<file path="config.mk">
export PLATFORM = sky130hd
export DESIGN_NAME = bill_acceptor_host_protocol_flat
export DESIGN_NICKNAME = d
export VERILOG_FILES = /design/src/hw/rtl/bap_pkg.sv /design/src/hw/rtl/bap_stream_if.sv /design/src/hw/rtl/bill_acceptor_host_protocol.sv /design/src/hw/rtl/bap_core.sv /design/src/hw/rtl/bap_outq.sv /design/src/flat_wrapper.sv
export SDC_FILE = /design/constraint.sdc
export NUM_CORES = 1
export LEC_CHECK = 0
export BUFFER_PORTS_ARGS = -buffer_cell sky130_fd_sc_hd__buf_4
export CORE_ASPECT_RATIO = 1.5
export CORE_UTILIZATION = 60
export DETAILED_ROUTE_END_ITERATION = 10
export PLACE_DENSITY = 0.81
export SLEW_MARGIN = 30
export SYNTH_ARGS = -nofsm -noshare
export SYNTH_HDL_FRONTEND = slang
export SYNTH_SLANG_ARGS = --single-unit
</file>
<file path="constraint.sdc">
create_clock -name clk -period 8.1 [get_ports clk]
set_clock_uncertainty 0.2 [all_clocks]
set_input_delay 0.81 -clock clk [delete_from_list [all_inputs] [get_ports clk]]
set_output_delay 0.81 -clock clk [all_outputs]
set_load 0.01 [all_outputs]
</file>
<file path="src/hw/rtl/bap_pkg.sv">
`default_nettype none

package bap_pkg;

    // result list per transaction
    localparam int MAX_RES     = 5;
    localparam int RES_CNT_W   = $clog2(MAX_RES + 1);
    localparam int NUM_DENOM   = 4;
    localparam int COUNT_OUT_W = 16;

    // frame characters
    localparam logic [7:0] CH_DOLLAR = "$";
    localparam logic [7:0] CH_Q      = "?";
    localparam logic [7:0] CH_UA     = "A";
    localparam logic [7:0] CH_UB     = "B";
    localparam logic [7:0] CH_UC     = "C";
    localparam logic [7:0] CH_UE     = "E";
    localparam logic [7:0] CH_UG     = "G";
    localparam logic [7:0] CH_UK     = "K";
    localparam logic [7:0] CH_UN     = "N";
    localparam logic [7:0] CH_UO     = "O";
    localparam logic [7:0] CH_US     = "S";
    localparam logic [7:0] CH_LA     = "a";
    localparam logic [7:0] CH_LB     = "b";
    localparam logic [7:0] CH_LC     = "c";
    localparam logic [7:0] CH_LE     = "e";
    localparam logic [7:0] CH_LG     = "g";
    localparam logic [7:0] CH_LS     = "s";

    // acceptor status codes
    localparam logic [7:0] ST_RESET     = 8'd0;
    localparam logic [7:0] ST_INIT      = 8'd1;
    localparam logic [7:0] ST_STACKING  = 8'd5;
    localparam logic [7:0] ST_ESCROW    = 8'd11;
    localparam logic [7:0] ST_FAULT     = 8'd12;
    localparam logic [7:0] ST_INHIBITED = 8'd18;

    // set-acceptor arguments
    localparam logic [7:0] ARG_ENABLE = 8'd13;
    localparam logic [7:0] ARG_STACK  = 8'h09;

    // bill codes
    localparam logic [7:0] BILL_1000  = 8'd1;
    localparam logic [7:0] BILL_5000  = 8'd5;
    localparam logic [7:0] BILL_10000 = 8'd10;
    localparam logic [7:0] BILL_50000 = 8'd50;

    // config frame bits
    localparam int CFG_STACK_BIT  = 4;
    localparam int CFG_NOPOLL_BIT = 5;

    // tick limits, 100 ms units
    localparam logic [7:0] TICK_RESEND   = 8'd5;
    localparam logic [7:0] TICK_POLL     = 8'd2;
    localparam logic [7:0] TICK_MIN_WAIT = 8'd12;
    localparam logic [7:0] TICK_MAX_WAIT = 8'd20;

    typedef enum logic [2:0] {
        MODE_BYTE     = 3'd0,
        MODE_TICK     = 3'd1,
        MODE_HOST     = 3'd2,
        MODE_AUTO_ON  = 3'd3,
        MODE_AUTO_OFF = 3'd4
    } mode_t;

    typedef enum logic [2:0] {
        PH_IDLE = 3'd0,
        PH_10   = 3'd1,
        PH_11   = 3'd2,
        PH_12   = 3'd3,
        PH_13   = 3'd4,
        PH_14   = 3'd5,
        PH_15   = 3'd6,
        PH_16   = 3'd7
    } phase_t;

    typedef enum logic {
        KIND_REPORT = 1'b0,
        KIND_SEND   = 1'b1
    } kind_t;

    typedef struct packed {
        kind_t      kind;
        logic [7:0] b1;
        logic [7:0] b2;
        logic [7:0] b3;
    } frame_t;

    typedef struct packed {
        frame_t [MAX_RES-1:0]  f;
        logic [RES_CNT_W-1:0]  n;
    } frame_list_t;

    typedef struct packed {
        frame_list_t                             frames;
        logic [NUM_DENOM-1:0][COUNT_OUT_W-1:0]   counts;
        phase_t                                  phase;
    } step_t;

    typedef struct packed {
        logic [2:0] mode;
        logic [7:0] rx_byte;
        logic [7:0] cmd_byte;
        logic [7:0] sub_byte;
        logic [7:0] arg_byte;
    } item_t;

    typedef struct packed {
        kind_t      kind;
        logic [7:0] first_byte;
        logic [7:0] second_byte;
        logic [7:0] third_byte;
        logic [7:0] sum_byte;
        logic [15:0] count_1000;
        logic [15:0] count_5000;
        logic [15:0] count_10000;
        logic [15:0] count_50000;
        logic [2:0] auto_state;
        logic       last;
    } result_t;

endpackage

`default_nettype wire

</file>
<file path="src/hw/rtl/bap_stream_if.sv">
`default_nettype none

interface bap_stream_if #(parameter type data_t = logic);
    logic  valid;
    logic  ready;
    data_t data;

    modport source (output valid, output data, input ready);
    modport sink   (input valid, input data, output ready);
endinterface

`default_nettype wire

</file>
<file path="src/hw/rtl/bill_acceptor_host_protocol.sv">
`default_nettype none

// Host-side engine for a banknote acceptor on a five-byte framed link ('$', three
// payload bytes, 8-bit sum). Each item transaction is a received byte, a 100 ms tick,
// a host command frame, or an auto on/off request. A received valid frame yields a
// report result (kind 0); every frame to transmit yields a send result (kind 1).
// One item causes zero to five results, delivered in order one per cycle while the
// receiver is ready; every result of an item carries the bill counters and sequencer
// phase as they stand after that item, and last marks its final result. The item is
// decoded and the whole state updated in the cycle it is accepted, and its results
// are loaded into a five-entry result list. An item that causes at most one result
// is taken every cycle while the receiver is ready; otherwise the next item is taken
// in the cycle the last result of the list leaves, so the list drain sets the rate.
// The first result is offered in the cycle after acceptance. COUNT_WIDTH sets the
// internal width of the bill counters (they saturate at all ones); the reported
// counts are their low 16 bits.
module bill_acceptor_host_protocol
    import bap_pkg::*;
#(
    parameter int COUNT_WIDTH = 16
)
(
    input  logic clk,
    input  logic rst_n,
    bap_stream_if.sink   item,
    bap_stream_if.source result
);

    logic  accept;
    logic  can_load;
    step_t step;

    // an item transaction is taken when the result list is free or about to be
    assign item.ready = can_load;
    assign accept     = item.valid && item.ready;

    // frame window, sequencer state and bill counters
    bap_core #(
        .COUNT_WIDTH (COUNT_WIDTH)
    ) u_core (
        .clk       (clk),
        .rst_n     (rst_n),
        .step_en   (accept),
        .step_item (item.data),
        .step_res  (step)
    );

    // result list, drained one result transaction per cycle while the receiver is ready
    bap_outq u_outq (
        .clk      (clk),
        .rst_n    (rst_n),
        .load     (accept),
        .step     (step),
        .can_load (can_load),
        .result   (result)
    );

endmodule

`default_nettype wire

</file>
<file path="src/hw/rtl/bap_core.sv">
`default_nettype none

module bap_core
    import bap_pkg::*;
#(
    parameter int COUNT_WIDTH = 16
)
(
    input  logic  clk,
    input  logic  rst_n,
    input  logic  step_en,
    input  item_t step_item,
    output step_t step_res
);

    logic [3:0][7:0]                       win_reg, win_next;
    logic                                  auto_reg, auto_next;
    phase_t                                phase_reg, phase_next;
    logic [7:0]                            tick_reg, tick_next;
    logic                                  reply_reg, reply_next;
    logic                                  stack_reg, stack_next;
    logic [7:0]                            err_reg, err_next;
    logic [NUM_DENOM-1:0][COUNT_WIDTH-1:0] cnt_reg, cnt_next;

    frame_list_t lst;
    logic [7:0]  tick_inc;
    logic [7:0]  win_sum;
    logic [7:0]  b1, b2, b3;
    logic        bill_hit;
    logic [1:0]  bill_idx;
    logic        sent;
    logic [NUM_DENOM-1:0][COUNT_WIDTH+COUNT_OUT_W-1:0] cnt_ext;

    function automatic frame_list_t push(frame_list_t l, kind_t k,
                                         logic [7:0] a, logic [7:0] b, logic [7:0] c);
        frame_list_t r;
        r = l;
        if (l.n < RES_CNT_W'(MAX_RES))
        begin
            r.f[l.n] = '{kind: k, b1: a, b2: b, b3: c};
            r.n      = l.n + 1'b1;
        end
        return r;
    endfunction

    // host reaction to a status code while auto mode runs
    function automatic frame_list_t stat_react(frame_list_t l, logic en,
                                               logic [7:0] e, logic [7:0] s);
        frame_list_t r;
        r = l;
        if (en)
        begin
            if (s == ST_ESCROW)
            begin
                r = push(r, KIND_SEND, CH_UG, CH_UB, CH_Q);
            end
            else if (s == ST_INIT || s == ST_INHIBITED)
            begin
                r = push(r, KIND_SEND, CH_US, CH_UA, ARG_ENABLE);
            end
            else if (s == ST_FAULT)
            begin
                if (e == 8'd0)
                begin
                    r = push(r, KIND_SEND, CH_UG, CH_UB, CH_Q);
                end
                r = push(r, KIND_SEND, CH_UG, CH_UE, CH_Q);
            end
        end
        return r;
    endfunction

    function automatic logic [7:0] err_after(logic en, logic [7:0] e, logic [7:0] s);
        logic [7:0] r;
        r = e;
        if (en && (s == ST_ESCROW || s == ST_INIT || s == ST_INHIBITED))
        begin
            r = 8'd0;
        end
        return r;
    endfunction

    always_comb
    begin
        lst        = '0;
        win_next   = win_reg;
        auto_next  = auto_reg;
        phase_next = phase_reg;
        tick_next  = tick_reg;
        reply_next = reply_reg;
        stack_next = stack_reg;
        err_next   = err_reg;
        cnt_next   = cnt_reg;
        tick_inc   = tick_reg + 8'd1;
        b1         = win_reg[1];
        b2         = win_reg[2];
        b3         = win_reg[3];
        win_sum    = b1 + b2 + b3;
        bill_hit   = 1'b1;
        bill_idx   = 2'd0;
        sent       = 1'b0;

        unique case (b3)
            BILL_1000:  bill_idx = 2'd0;
            BILL_5000:  bill_idx = 2'd1;
            BILL_10000: bill_idx = 2'd2;
            BILL_50000: bill_idx = 2'd3;
            default:    bill_hit = 1'b0;
        endcase

        if (step_en)
        begin
            unique case (step_item.mode)
                MODE_BYTE:
                begin
                    win_next[0] = win_reg[1];
                    win_next[1] = win_reg[2];
                    win_next[2] = win_reg[3];
                    win_next[3] = step_item.rx_byte;
                    if (win_reg[0] == CH_DOLLAR && step_item.rx_byte == win_sum)
                    begin
                        lst        = push(lst, KIND_REPORT, b1, b2, b3);
                        reply_next = 1'b1;
                        priority if (b1 == CH_LG && b2 == CH_LB)
                        begin
                            // bill frame
                            if (phase_reg == PH_16 && auto_reg)
                            begin
                                lst        = push(lst, KIND_SEND, CH_US, CH_UA, ARG_ENABLE);
                                phase_next = PH_10;
                            end
                            if (auto_reg)
                            begin
                                if (bill_hit && cnt_next[bill_idx] != '1)
                                begin
                                    cnt_next[bill_idx] = cnt_next[bill_idx] + 1'b1;
                                end
                                lst = push(lst, KIND_SEND, CH_US, CH_UA, ARG_ENABLE);
                            end
                        end
                        else if (b1 == CH_LG && b2 == CH_LC)
                        begin
                            // config frame
                            stack_next = b3[CFG_STACK_BIT];
                            if (auto_reg)
                            begin
                                lst        = push(lst, KIND_SEND, CH_US, CH_UA, ARG_ENABLE);
                                phase_next = b3[CFG_NOPOLL_BIT] ? PH_IDLE : PH_10;
                            end
                        end
                        else if (b1 == CH_LG && b2 == CH_LA)
                        begin
                            // status frame
                            lst      = stat_react(lst, auto_reg, err_next, b3);
                            err_next = err_after(auto_reg, err_next, b3);
                            if (phase_reg != PH_IDLE)
                            begin
                                if (phase_reg == PH_12)
                                begin
                                    if (b3 == ST_RESET || b3 == ST_INIT)
                                    begin
                                        lst = push(lst, KIND_SEND, CH_US, CH_UA, ARG_ENABLE);
                                        phase_next = PH_11;
                                    end
                                    else if (b3 == ST_STACKING)
                                    begin
                                        if (!stack_reg)
                                        begin
                                            lst = push(lst, KIND_SEND, CH_US, CH_UA, ARG_STACK);
                                            phase_next = PH_14;
                                        end
                                    end
                                    else
                                    begin
                                        phase_next = PH_11;
                                    end
                                end
                                else if (phase_reg == PH_14)
                                begin
                                    if (b3 == ST_STACKING && !stack_reg)
                                    begin
                                        lst = push(lst, KIND_SEND, CH_US, CH_UA, ARG_STACK);
                                    end
                                end
                                else if (phase_reg == PH_16)
                                begin
                                    if (b3 != ST_ESCROW)
                                    begin
                                        phase_next = PH_15;
                                    end
                                end
                            end
                            else
                            begin
                                // idle: the status reaction runs a second time
                                lst      = stat_react(lst, auto_reg, err_next, b3);
                                err_next = err_after(auto_reg, err_next, b3);
                            end
                        end
                        else if (b1 == CH_LG && b2 == CH_LE)
                        begin
                            err_next = b3;
                        end
                        else if (b1 == CH_UE && b2 == CH_US)
                        begin
                            lst      = push(lst, KIND_SEND, CH_LE, CH_LS, b3);
                            lst      = stat_react(lst, auto_reg, err_next, b3);
                            err_next = err_after(auto_reg, err_next, b3);
                        end
                        else if (b1 == CH_UO && b2 == CH_UK)
                        begin
                            if (auto_reg)
                            begin
                                if (phase_reg == PH_10)
                                begin
                                    phase_next = PH_11;
                                end
                                else if (phase_reg == PH_14)
                                begin
                                    phase_next = PH_15;
                                end
                            end
                        end
                        else if (b1 == CH_UN && b2 == CH_UG)
                        begin
                            if (b3 == CH_LC)
                            begin
                                lst = push(lst, KIND_SEND, CH_UG, CH_UC, CH_Q);
                            end
                            else
                            begin
                                lst = push(lst, KIND_SEND, CH_UG, CH_UA, CH_Q);
                            end
                        end
                    end
                end
                MODE_TICK:
                begin
                    unique case (phase_reg)
                        PH_10:
                        begin
                            tick_next = tick_inc;
                            if (tick_inc > TICK_RESEND)
                            begin
                                lst = push(lst, KIND_SEND, CH_US, CH_UA, ARG_ENABLE);
                            end
                        end
                        PH_11:
                        begin
                            tick_next = tick_inc;
                            if (tick_inc > TICK_POLL)
                            begin
                                lst        = push(lst, KIND_SEND, CH_UG, CH_UA, CH_Q);
                                phase_next = PH_12;
                            end
                        end
                        PH_12:
                        begin
                            tick_next = tick_inc;
                            if (tick_inc > TICK_MIN_WAIT &&
                                (reply_reg || tick_inc > TICK_MAX_WAIT))
                            begin
                                phase_next = PH_11;
                            end
                        end
                        PH_15:
                        begin
                            tick_next = tick_inc;
                            if (tick_inc > TICK_POLL)
                            begin
                                lst        = push(lst, KIND_SEND, CH_UG, CH_UA, CH_Q);
                                phase_next = PH_16;
                            end
                        end
                        default:
                        begin
                        end
                    endcase
                end
                MODE_HOST:
                begin
                    lst = push(lst, KIND_SEND, step_item.cmd_byte, step_item.sub_byte,
                               step_item.arg_byte);
                end
                MODE_AUTO_ON:
                begin
                    if (!auto_reg)
                    begin
                        auto_next = 1'b1;
                        cnt_next  = '0;
                        lst       = push(lst, KIND_SEND, CH_UG, CH_UC, CH_Q);
                    end
                end
                MODE_AUTO_OFF:
                begin
                    auto_next  = 1'b0;
                    phase_next = PH_IDLE;
                end
                default:
                begin
                end
            endcase
        end

        // any transmitted frame restarts the reply timeout
        for (int i = 0; i < MAX_RES; i++)
        begin
            if (RES_CNT_W'(i) < lst.n && lst.f[i].kind == KIND_SEND)
            begin
                sent = 1'b1;
            end
        end
        if (sent)
        begin
            tick_next  = 8'd0;
            reply_next = 1'b0;
        end

        for (int i = 0; i < NUM_DENOM; i++)
        begin
            cnt_ext[i]         = {COUNT_OUT_W'(0), cnt_next[i]};
            step_res.counts[i] = cnt_ext[i][COUNT_OUT_W-1:0];
        end
        step_res.frames = lst;
        step_res.phase  = phase_next;
    end

    always_ff @(posedge clk or negedge rst_n)
    begin
        if (!rst_n)
        begin
            win_reg   <= '0;
            auto_reg  <= 1'b0;
            phase_reg <= PH_IDLE;
            tick_reg  <= 8'd0;
            reply_reg <= 1'b0;
            stack_reg <= 1'b0;
            err_reg   <= 8'd0;
            cnt_reg   <= '0;
        end
        else if (step_en)
        begin
            win_reg   <= win_next;
            auto_reg  <= auto_next;
            phase_reg <= phase_next;
            tick_reg  <= tick_next;
            reply_reg <= reply_next;
            stack_reg <= stack_next;
            err_reg   <= err_next;
            cnt_reg   <= cnt_next;
        end
    end

    a_send_clears_timer: assert property (@(posedge clk) disable iff (!rst_n)
        step_en && sent |=> tick_reg == 8'd0 && !reply_reg)
        else $error("transmitted frame did not clear the reply timer");

    a_auto_off_idles: assert property (@(posedge clk) disable iff (!rst_n)
        step_en && step_item.mode == MODE_AUTO_OFF |=> phase_reg == PH_IDLE && !auto_reg)
        else $error("auto off did not return the sequencer to idle");

    a_no_phase_13: assert property (@(posedge clk) disable iff (!rst_n)
        phase_reg != PH_13)
        else $error("sequencer entered an unused phase");

endmodule

`default_nettype wire

</file>
<file path="src/hw/rtl/bap_outq.sv">
`default_nettype none

module bap_outq
    import bap_pkg::*;
(
    input  logic  clk,
    input  logic  rst_n,
    input  logic  load,
    input  step_t step,
    output logic  can_load,
    bap_stream_if.source result
);

    logic [RES_CNT_W-1:0]                  left_reg, left_next;
    frame_t [MAX_RES-1:0]                  frm_reg, frm_next;
    logic [NUM_DENOM-1:0][COUNT_OUT_W-1:0] cnt_reg, cnt_next;
    phase_t                                ph_reg, ph_next;
    logic                                  pop;

    assign pop      = result.valid && result.ready;
    assign can_load = (left_reg == '0) ||
                      (left_reg == RES_CNT_W'(1) && result.ready);

    always_comb
    begin
        left_next = left_reg;
        frm_next  = frm_reg;
        cnt_next  = cnt_reg;
        ph_next   = ph_reg;
        if (load)
        begin
            left_next = step.frames.n;
            frm_next  = step.frames.f;
            cnt_next  = step.counts;
            ph_next   = step.phase;
        end
        else if (pop)
        begin
            left_next = left_reg - 1'b1;
            for (int i = 0; i < MAX_RES - 1; i++)
            begin
                frm_next[i] = frm_reg[i+1];
            end
        end
    end

    always_ff @(posedge clk or negedge rst_n)
    begin
        if (!rst_n)
        begin
            left_reg <= '0;
        end
        else
        begin
            left_reg <= left_next;
        end
    end

    always_ff @(posedge clk)
    begin
        frm_reg <= frm_next;
        cnt_reg <= cnt_next;
        ph_reg  <= ph_next;
    end

    always_comb
    begin
        result.valid            = (left_reg != '0);
        result.data.kind        = frm_reg[0].kind;
        result.data.first_byte  = frm_reg[0].b1;
        result.data.second_byte = frm_reg[0].b2;
        result.data.third_byte  = frm_reg[0].b3;
        result.data.sum_byte    = frm_reg[0].b1 + frm_reg[0].b2 + frm_reg[0].b3;
        result.data.count_1000  = cnt_reg[0];
        result.data.count_5000  = cnt_reg[1];
        result.data.count_10000 = cnt_reg[2];
        result.data.count_50000 = cnt_reg[3];
        result.data.auto_state  = ph_reg;
        result.data.last        = (left_reg == RES_CNT_W'(1));
    end

    a_left_bounded: assert property (@(posedge clk) disable iff (!rst_n)
        left_reg <= RES_CNT_W'(MAX_RES))
        else $error("result list holds more than its capacity");

    a_stall_holds_list: assert property (@(posedge clk) disable iff (!rst_n)
        left_reg != '0 && !result.ready |=> $stable(left_reg) && $stable(frm_reg[0]))
        else $error("result list changed while the head was stalled");

    a_load_only_when_free: assert property (@(posedge clk) disable iff (!rst_n)
        load |-> left_reg == '0 || (left_reg == RES_CNT_W'(1) && pop))
        else $error("result list overwritten before it drained");

endmodule

`default_nettype wire

</file>
<file path="src/flat_wrapper.sv">
// flat-port wrapper written by rule: the top's interface ports become plain ports
module bill_acceptor_host_protocol_flat import bap_pkg::*;
#(
    parameter int COUNT_WIDTH = 16
)
  (clk, rst_n, item_valid, item_data, item_ready, result_valid, result_data, result_ready);
  bap_stream_if #(.data_t(item_t)) item_i ();
  bap_stream_if #(.data_t(result_t)) result_i ();
  input  logic clk;
  input  logic rst_n;
  input wire logic [$bits(item_i.valid)-1:0] item_valid;
  input wire logic [$bits(item_i.data)-1:0] item_data;
  output wire logic [$bits(item_i.ready)-1:0] item_ready;
  output wire logic [$bits(result_i.valid)-1:0] result_valid;
  output wire logic [$bits(result_i.data)-1:0] result_data;
  input wire logic [$bits(result_i.ready)-1:0] result_ready;
  assign item_i.valid = item_valid;
  assign item_i.data = item_data;
  assign item_ready = item_i.ready;
  assign result_valid = result_i.valid;
  assign result_data = result_i.data;
  assign result_i.ready = result_ready;
  bill_acceptor_host_protocol #(.COUNT_WIDTH(COUNT_WIDTH)) u_core (.clk(clk), .rst_n(rst_n), .item(item_i), .result(result_i));
endmodule
</file>
==> results.cfg, run 1 <==
[power]
pwr-share-seq_pct = 38.5
internal-power_mw = 3.166
ir_worst_vdd_mv = 0.2475
switching_share_pct = 37.74
pwr-share-comb_pct = 39.0
p_switching_mw = 1.919
leakagePower_nw = 6.270
power_frac_clock_pct = 22.6
powerDensity_mw_per_mm2 = 312.7

[critical_path]
worst-setup-path-type = reg2reg
worstPathRequired_ns = 8.15
end_kind = flop
cp.arrival_ns = 5.64
start_kind = flop
worstPathMaxFanout = 32

[die]
io_pins = 142
die_x_microns = 128.5
start_util_pct = 60.85
dieHeight_microns = 191.7
rows = 69
core_sq_mm = 0.02366
dieArea_sq_mm = 0.02463

[sta]
slew_viol_final = 0
fin_crit_sh_pct = 69.03
setup_viol = 0
fin_crit_ns = 5.591
rsz0062_at_grt = false
fmax_mhz = 178.9
slew_headroom_pct = 41.82
tightest_slew_ns = 0.8727
setup_tns_ns = 0
final_hold_viol_count = 0

[synthesis]
synth-main-ff-cell = edfxtp_1
synth_nets = 1636
avgSynthCellArea_sq_um = 9.245
yosysWarnings = 0
synth-seq-cells = 248
yosysMostFrequentCell = nand2_1
yosysTopAreaCell = edfxtp_1
synthTopCellsByCount = nand2_1 (239), o21ai_0 (235), edfxtp_1 (127)
synth-edff-count = 127
synth.area.top_cells = edfxtp_1 (26%), dfrtp_1 (21%), o21ai_0 (8.2%)
netlist.area_leader.share_pct = 26.49
ys_async_sr_fraction_pct = 48.79
synth_cells = 1557
netlist_area_sq_mm = 0.01440
synth_seq_area_share_pct = 47.53
ys_types = 84

[clock_network]
clock_sinks = 248
cts_hold_buffers = 0
cts_tree = done
htreeDepth = 1
clkLatencyLatePin_ns = 0.54
clk_pin_slew_ns = 0.08
cts-buffers-inserted = 24
root_buffer = clkbuf_16
clk_path_buf_depth = 3
cts_setup_buffers = 0
cts-resized-gates = 0

[finish]
fin_cells = 1964
largest_register_ffs = 89
layout.nets = 1706
drive_gt1_share_pct = 14.47
area_delta_synth_final_pct = 12.96
stdcell_area_sq_mm = 0.01626
n_antenna_cell = 0

[place]
portBuffers = 141
post-place-cells = 1920
place.gp.congestion = 1.001
placed_area_sq_mm = 0.01545
hpwl_microns = 33700

[grt]
grt_overflow_total = 0
grt_pass1_wl_microns = 69590
grt_pass1_vias = 12520
antenna_found_initial = 0
grt_max_degree = 70
grt_usage_pct = 37.63

[hold_path]
hp-class = in2async

[run_status]
outcome = finished, final reports clean

[drt]
drc_errors = 0
wl_per_cell_microns = 23.48
drt_first_iter_violations = 1363
vias_per_cell = 6.591
final_antenna_net_count = 0
first_pass_iters = 6
drt-total-wl_microns = 46110
num_vias = 12950

[job]
drv_cap = 0
-- layout make-up --
| type | count | area [sq um] |
|---|---|---|
| Inverter | 46 | 173.9 |
| Fill cell | 1910 | 7395 |
| Clock inverter | 11 | 121.4 |
| Tap cell | 319 | 399.1 |
| Sequential cell | 248 | 6842 |
| Timing Repair Buffer | 161 | 1209 |
| Clock buffer | 33 | 675.6 |
| Multi-Input combinational cell | 1146 | 6840 |
-- through the flow --
stage	hold WS (ns)	utilization, %	worst slack [ns]	power, mW
after global routing	0.2510	68.74	2.250	5.335
after CTS	0.2000	68.68	2.255	5.069
after detailed placement	0.2608	65.31	2.282	3.936
after floorplan	0.2379	-	3.692	3.194
final	0.1660	68.74	2.509	5.085
after global placement	0.2531	65.27	2.400	3.859
-- power by group through the flow --
stage          sequential (mW)  combinational [mW]  clock, mW
6_report                  1.96                1.98       1.15
5_1_grt                   1.98                2.16       1.20
4_1_cts                   1.95                1.97       1.15
3_5_place_dp              1.97                1.97          0
3_3_place_gp              1.96                1.90          0
2_1_floorplan             1.85                1.35          0
-- cells in the final DEF, fill, tap and decap left out, types with 5 or more instances in the layout --
master / count
clkbuf_1: 6
o221ai_1: 7
or2_2: 5
and2_1: 10
a21o_1: 11
buf_4: 161
o21a_1: 7
o22ai_1: 7
nor2b_1: 20
o21ai_1: 8
edfxtp_1: 127
a211oi_1: 6
nor3_1: 48
clkinv_2: 5
a221o_1: 8
o21bai_1: 5
o211ai_1: 11
or3_1: 12
nand3_1: 90
dfrtp_1: 121
inv_1: 44
nand2b_1: 18
xnor2_1: 31
a32oi_1: 6
nand4_1: 19
o2111ai_1: 6
nor2_1: 77
xor2_1: 11
and3_1: 9
fa_1: 16
a31oi_1: 9
a21oi_1: 62
nor4_1: 15
clkbuf_16: 25
ha_1: 24
a22o_1: 6
nand2_1: 238
a22oi_1: 14
o21ai_0: 235
-- cell families (layout without fill, tap and decap cells) --
group                      Yosys count  count (layout)  synth area share (%)
AOI/OAI and AO/OA                  457             457                 19.84
xor gates and xnor gates            43              43                 2.747
adders and majority gates           40              40                 4.311
buffers and inverters              163             251                 5.180
DFF                                248             248                 47.53
muxes                                5               5                0.3824
and+or+nand+nor                    601             601                 20.02
-- path summary, 6_finish.rpt --
kind / slack, ns / startpoint / depth (start not counted) / endpoint
max: 2.51 / u_core.u_core.b3[3] / 11 / u_core.u_outq.result.data[50]
min: 0.17 / rst_n / 1 / u_core.u_outq.left_reg[2]
max reg2reg: 2.51 / u_core.u_core.b3[3] / 11 / u_core.u_outq.result.data[50]
min reg2reg: 0.28 / u_core.u_core.win_reg[2] / 2 / u_core.u_core.win_reg[2]
max in group asynchronous: 6.21 / rst_n / 2 / u_core.u_core.cnt_reg[27]
min in group clk: 0.28 / u_core.u_core.win_reg[2] / 2 / u_core.u_core.win_reg[2]
-- routing by layer --
layer,GRT usage (%),vias to the layer above,part of all wire [%]
met4,25.75,0,7.4
met1,40.81,6217,34
met3,5.070,197,6.8
li1,-,5784,-
met5,0,-,0
met2,67.57,747,51
-- worst max-delay path, cell delays in order (launching register included) --
cell	delay (ns)
dfrtp_1	0.57
buf_4	0.31
or4bb_1	0.55
or2_1	0.52
o21ai_4	0.42
o221a_2	0.41
ha_1	0.21
o211ai_1	0.14
nor4_1	0.33
nand3_1	0.63
nand3_2	0.78
o21ai_0	0.20
Note: power is estimated with default switching activity, not from simulation.
==> run 2: changes to the inputs <==
==> constraint.sdc (replaced) <==
create_clock -name clk -period 5.48 [get_ports clk]
set_clock_uncertainty 0.2 [all_clocks]
set_input_delay 0.548 -clock clk [delete_from_list [all_inputs] [get_ports clk]]
set_output_delay 0.548 -clock clk [all_outputs]
set_load 0.01 [all_outputs]
==> results.cfg, run 2 (synthesized netlist as in run 1, its figures left out) <==
[critical_path]
critPathMostFrequentCell = o21ai_0
start_kind = flop
worst-setup-path-type = reg2reg
cp_cell_sequence = or4b_2 -> nor2b_1 -> and2_1 -> o21ai_0 -> ha_1 -> o21ai_0 -> nand2_1 -> ha_1 -> a31oi_1 -> o21ai_0 -> a31oi_1 -> o41ai_1 -> a21oi_1 -> o21ai_1 -> nor2_1
crit_family = compound AO/OA/AOI/OAI gates
crit_slowest_cell = or4b_2
reg2reg_slack_ns = 0.39
cp.arrival_ns = 5.28
worstPathMaxFanout = 14
slowest_delay_ns = 0.79
r2r-end = u_core.u_core.tick_reg[3]
regToRegStartpoint = u_core.u_core.b3[4]
crit_buf_inv = 0
end_kind = flop
worstPathRequired_ns = 5.67
worstRegToRegCells = 15

[drt]
drc_errors = 0
drt-total-wl_microns = 47990
first_pass_iters = 7
final_antenna_net_count = 0
num_vias = 13340
drt_first_iter_violations = 1580
wl_per_cell_microns = 24.14
vias_per_cell = 6.708

[hold_path]
hold_path_depth = 3
min_from = item_data[25]
holdPathEnd = u_core.u_core.b3[1]
hp-class = in2reg

[finish]
fin_cells = 1988
drive_gt1_share_pct = 15.46
largest_register_ffs = 89
layout_commonest_cell = nand2_1
n_antenna_cell = 0
layout.nets = 1731
fillers = 1930
final_cell_mix = nand2_1 (239), o21ai_0 (235), buf_4 (184)
area_delta_synth_final_pct = 14.35

[die]
core_sq_mm = 0.02366
start_util_pct = 60.85
dieArea_sq_mm = 0.02463
rows = 69
io_pins = 142
dieHeight_microns = 191.7
die_x_microns = 128.5

[clock_network]
htreeDepth = 1
cts_tree = done
clkLatencyLatePin_ns = 0.53
cts_setup_buffers = 0
root_buffer = clkbuf_16
cts-resized-gates = 0
clk_path_buf_depth = 3
clock_sinks = 248
clk_pin_slew_ns = 0.07
cts-buffers-inserted = 24

[grt]
grt_overflow_total = 0
antenna_found_initial = 0
grt_usage_pct = 39.07
grt_pass1_wl_microns = 71870
grt_pass1_vias = 12920
grt_max_degree = 66

[place]
hpwl_microns = 34850
place.gp.congestion = 1.046
portBuffers = 141
post-place-cells = 1943

[sta]
setup_viol = 0
fin_crit_sh_pct = 92.90
fin_crit_ns = 5.091
slew_headroom_pct = 22.76
final_hold_viol_count = 0
slew_viol_final = 0
fmax_mhz = 196.4
tightest_slew_ns = 1.156
rsz0062_at_grt = false
setup_tns_ns = 0

[power]
leakagePower_nw = 6.378
ir_worst_vdd_mv = 0.3303
powerDensity_mw_per_mm2 = 464.1

[run_status]
outcome = finished, final reports clean

[job]
drv_cap = 0
[run 2: worst max path at each step]
stage / startpoint / endpoint / slack, ns / depth (start not counted)
5_1_grt: u_core.u_core.b3[4] / u_core.u_core.tick_reg[5] / 0.06 / 15
3_5_place_dp: u_core.u_core.b3[3] / u_core.u_core.tick_reg[3] / 0.51 / 15
3_3_place_gp: u_core.u_core.b3[4] / u_core.u_core.reply_reg / 0.51 / 15
6_report: u_core.u_core.b3[4] / u_core.u_core.tick_reg[3] / 0.39 / 15
4_1_cts: u_core.u_core.b3[4] / u_core.u_core.tick_reg[3] / 0.47 / 15
2_1_floorplan: u_core.u_outq.left_reg[0] / u_core.u_outq.result.data[84] / 1.27 / 9
[run 2: area by class of cell]
class | count | area (sq um) | area share [%]
inverters | 46 | 173.9 | 1.057
repair buffers | 186 | 1411 | 8.574
flip-flops and latches | 248 | 6842 | 41.56
clock inverters | 12 | 147.6 | 0.8969
multi-input cells | 1146 | 6829 | 41.49
clock buffers | 31 | 658.1 | 3.998
well taps | 319 | 399.1 | 2.425
[run 2: metrics by stage]
stage | setup WS (ns) | hold WS, ns | total power, mW | cell area (sq um) | utilization [%]
6_report | 0.3891 | 0.04920 | 7.639 | 16460 | 69.59
5_1_grt | 0.06085 | 0.05361 | 7.983 | 16460 | 69.59
4_1_cts | 0.4719 | 0.04746 | 7.602 | 16440 | 69.50
3_5_place_dp | 0.5136 | 0.2584 | 5.892 | 15630 | 66.05
3_3_place_gp | 0.5082 | 0.2540 | 5.799 | 15630 | 66.05
2_1_floorplan | 1.274 | 0.05241 | 4.736 | 14400 | -
[run 2: what timing repair did]
item                                    in CTS  in global routing
endpoints found under the setup margin       0                  0
endpoints found under the hold margin       56                  0
hold buffers                                 1                  0
[run 2: power breakdown]
group | leakage [nW] | switching (mW) | internal [mW] | total (mW)
registers | 2.78 | 0.439 | 2.44 | 2.88
clock network | 0.394 | 0.719 | 0.993 | 1.71
logic | 3.20 | 1.73 | 1.32 | 3.05
[run 2: per-layer routing]
layer | track usage (%) | vias up | part of all wire, %
met5 | 0 | - | 0
met4 | 34.16 | 0 | 10
met3 | 4.903 | 300 | 6.7
met2 | 67.98 | 825 | 49
met1 | 41.49 | 6376 | 34
li1 | - | 5835 | -
[run 2: tightest hold or removal path, stage by stage]
cell and delay [ns]:
buf_4 0.10, nand2_1 0.04, o21ai_0 0.06
==> run 3: changes to the inputs <==
--- a/config.mk
+++ b/config.mk
@@ -9,7 +9,9 @@
 export CORE_ASPECT_RATIO = 1.5
 export CORE_UTILIZATION = 60
 export DETAILED_ROUTE_END_ITERATION = 10
+export MAX_ROUTING_LAYER = met4
 export PLACE_DENSITY = 0.81
+export REMOVE_ABC_BUFFERS = 1
 export SLEW_MARGIN = 30
 export SYNTH_ARGS = -nofsm -noshare
 export SYNTH_HDL_FRONTEND = slang
==> results.cfg, run 3 (synthesized netlist as in run 1, its figures left out) <==
[finish]
layout_commonest_cell = nand2_1
drive_gt1_share_pct = 15.59
fin_cells = 1987
n_antenna_cell = 0
fillers = 1893
final_util_pct = 69.63
regArea_sq_mm = 0.006842
multi_input_area_sq_mm = 0.006869
final_cell_mix = nand2_1 (239), o21ai_0 (235), buf_4 (182)
largest_register_ffs = 89
layout.nets = 1729
area_delta_synth_final_pct = 14.42

[critical_path]
start_kind = flop
r2r-end = u_core.u_core.reply_reg
end_kind = flop
critPathMostFrequentCell = inv_1
worst-setup-path-type = reg2reg
regToRegStartpoint = u_core.u_core.b3[0]
slowest_delay_ns = 0.66
cp_cell_sequence = inv_1 -> fa_1 -> inv_1 -> ha_1 -> inv_1 -> fa_1 -> xnor2_1 -> nor3_1 -> nand4_1 -> a211oi_1 -> o2111ai_1 -> buf_4 -> a211oi_1 -> nor3_1 -> o21ai_1 -> buf_4 -> nor2_1
worstPathMaxFanout = 18
worstRegToRegCells = 17
reg2reg_slack_ns = 0.58
cp.arrival_ns = 5.12
crit_slowest_cell = a211oi_1
worstPathRequired_ns = 5.70

[sta]
setup_tns_ns = 0
rsz0062_at_grt = false
fin_crit_sh_pct = 89.42
final_hold_viol_count = 0
fmax_mhz = 204.1
fin_crit_ns = 4.900
slew_viol_final = 0
tightest_slew_ns = 0.9506
slew_headroom_pct = 36.10
setup_slack_ns = 0.5799
setup_viol = 0

[power]
leakagePower_nw = 6.382
powerDensity_mw_per_mm2 = 467.5
ir_worst_vdd_mv = 0.4168
power.total_mw = 7.701

[die]
core_sq_mm = 0.02366
die_x_microns = 128.5
dieHeight_microns = 191.7
start_util_pct = 60.85
rows = 69
dieArea_sq_mm = 0.02463
io_pins = 142

[clock_network]
clk_pin_slew_ns = 0.07
clk_path_buf_depth = 3
cts_setup_buffers = 0
cts_tree = done
cts-resized-gates = 0
cts-buffers-inserted = 24
htreeDepth = 1
clock_sinks = 248
clkLatencyLatePin_ns = 0.54
root_buffer = clkbuf_16

[run_status]
outcome = finished, final reports clean

[job]
drv_cap = 0

[drt]
first_pass_iters = 6
vias_per_cell = 6.718
wl_per_cell_microns = 25.37
num_vias = 13350
drt_first_iter_violations = 1355
drc_errors = 0
final_antenna_net_count = 0
drt-total-wl_microns = 50410

[hold_path]
holdPathEnd = u_core.u_core.b3[2]
min_from = item_data[26]
hold_path_depth = 3
hp-class = in2reg

[grt]
grt_overflow_total = 0
grt_pass1_wl_microns = 75810
grt_usage_pct = 42.97
grt_pass1_vias = 13070
antenna_found_initial = 0
grt_max_degree = 80

[place]
place.gp.congestion = 1.087
place_ws_ns = 0.8886
portBuffers = 141
hpwl_microns = 36480
post-place-cells = 1942
[run 3: worst max-delay path by stage]
stage	startpoint	endpoint	slack, ns	depth (start not counted)
floorplan	u_core.u_outq.left_reg[0]	u_core.u_core.reply_reg	-1.83	13
global placement	u_core.u_core.b3[4]	u_core.u_core.tick_reg[6]	0.95	17
detailed placement	u_core.u_core.b3[2]	u_core.u_outq.result.data[12]	0.89	13
CTS	u_core.u_core.b3[1]	u_core.u_core.reply_reg	0.80	15
global route	u_core.u_core.b3[2]	u_core.u_outq.result.data[17]	0.46	10
finish	u_core.u_core.b3[0]	u_core.u_core.reply_reg	0.58	17
[run 3: repair_timing]
item / 4_1_cts / 5_1_grt
endpoints found under the setup margin: 0 / 0
endpoints found under the hold margin: 78 / 0
hold buffers: 1 / 0
[run 3: power breakdown]
part	switching (mW)	internal (mW)	total (mW)
sequential	0.401	2.44	2.84
combinational	1.81	1.34	3.15
clock	0.747	0.957	1.70
total	2.96	4.74	7.70
[run 3: cell type report]
type	count	area share [%]
Multi-Input combinational cell	1146	41.70
Sequential cell	248	41.54
Timing Repair Buffer	184	8.424
Tap cell	319	2.423
Clock inverter	11	0.8128
Inverter	46	1.056
Clock buffer	33	4.041
[run 3: metal layers]
| layer | part of all wire [%] | track usage (%) |
|---|---|---|
| met3 | 7.0 | 7.075 |
| met5 | 0 | - |
| met1 | 33 | 43.32 |
| met4 | 9.5 | 37.15 |
| met2 | 51 | 72.04 |
[run 3: worst max-delay path: cells and delay by family, from the launching register on]
kind	cells	cell delay, ns
AOI/OAI and AO/OA	4	1.40
xor gates and xnor gates	1	0.15
adders and majority gates	3	1.01
buffers and inverters	5	0.86
DFF	1	0.62
and+or+nand+nor	4	0.51
[run 3: through the flow]
| stage | instance area, sq um | hold slack, ns |
|---|---|---|
| after global placement | 15620 | 0.2532 |
| after detailed placement | 15650 | 0.2650 |
| after floorplan | 13820 | 0.05241 |
| after global routing | 16470 | 0.05509 |
| final | 16470 | 0.05460 |
| after CTS | 16460 | 0.04175 |
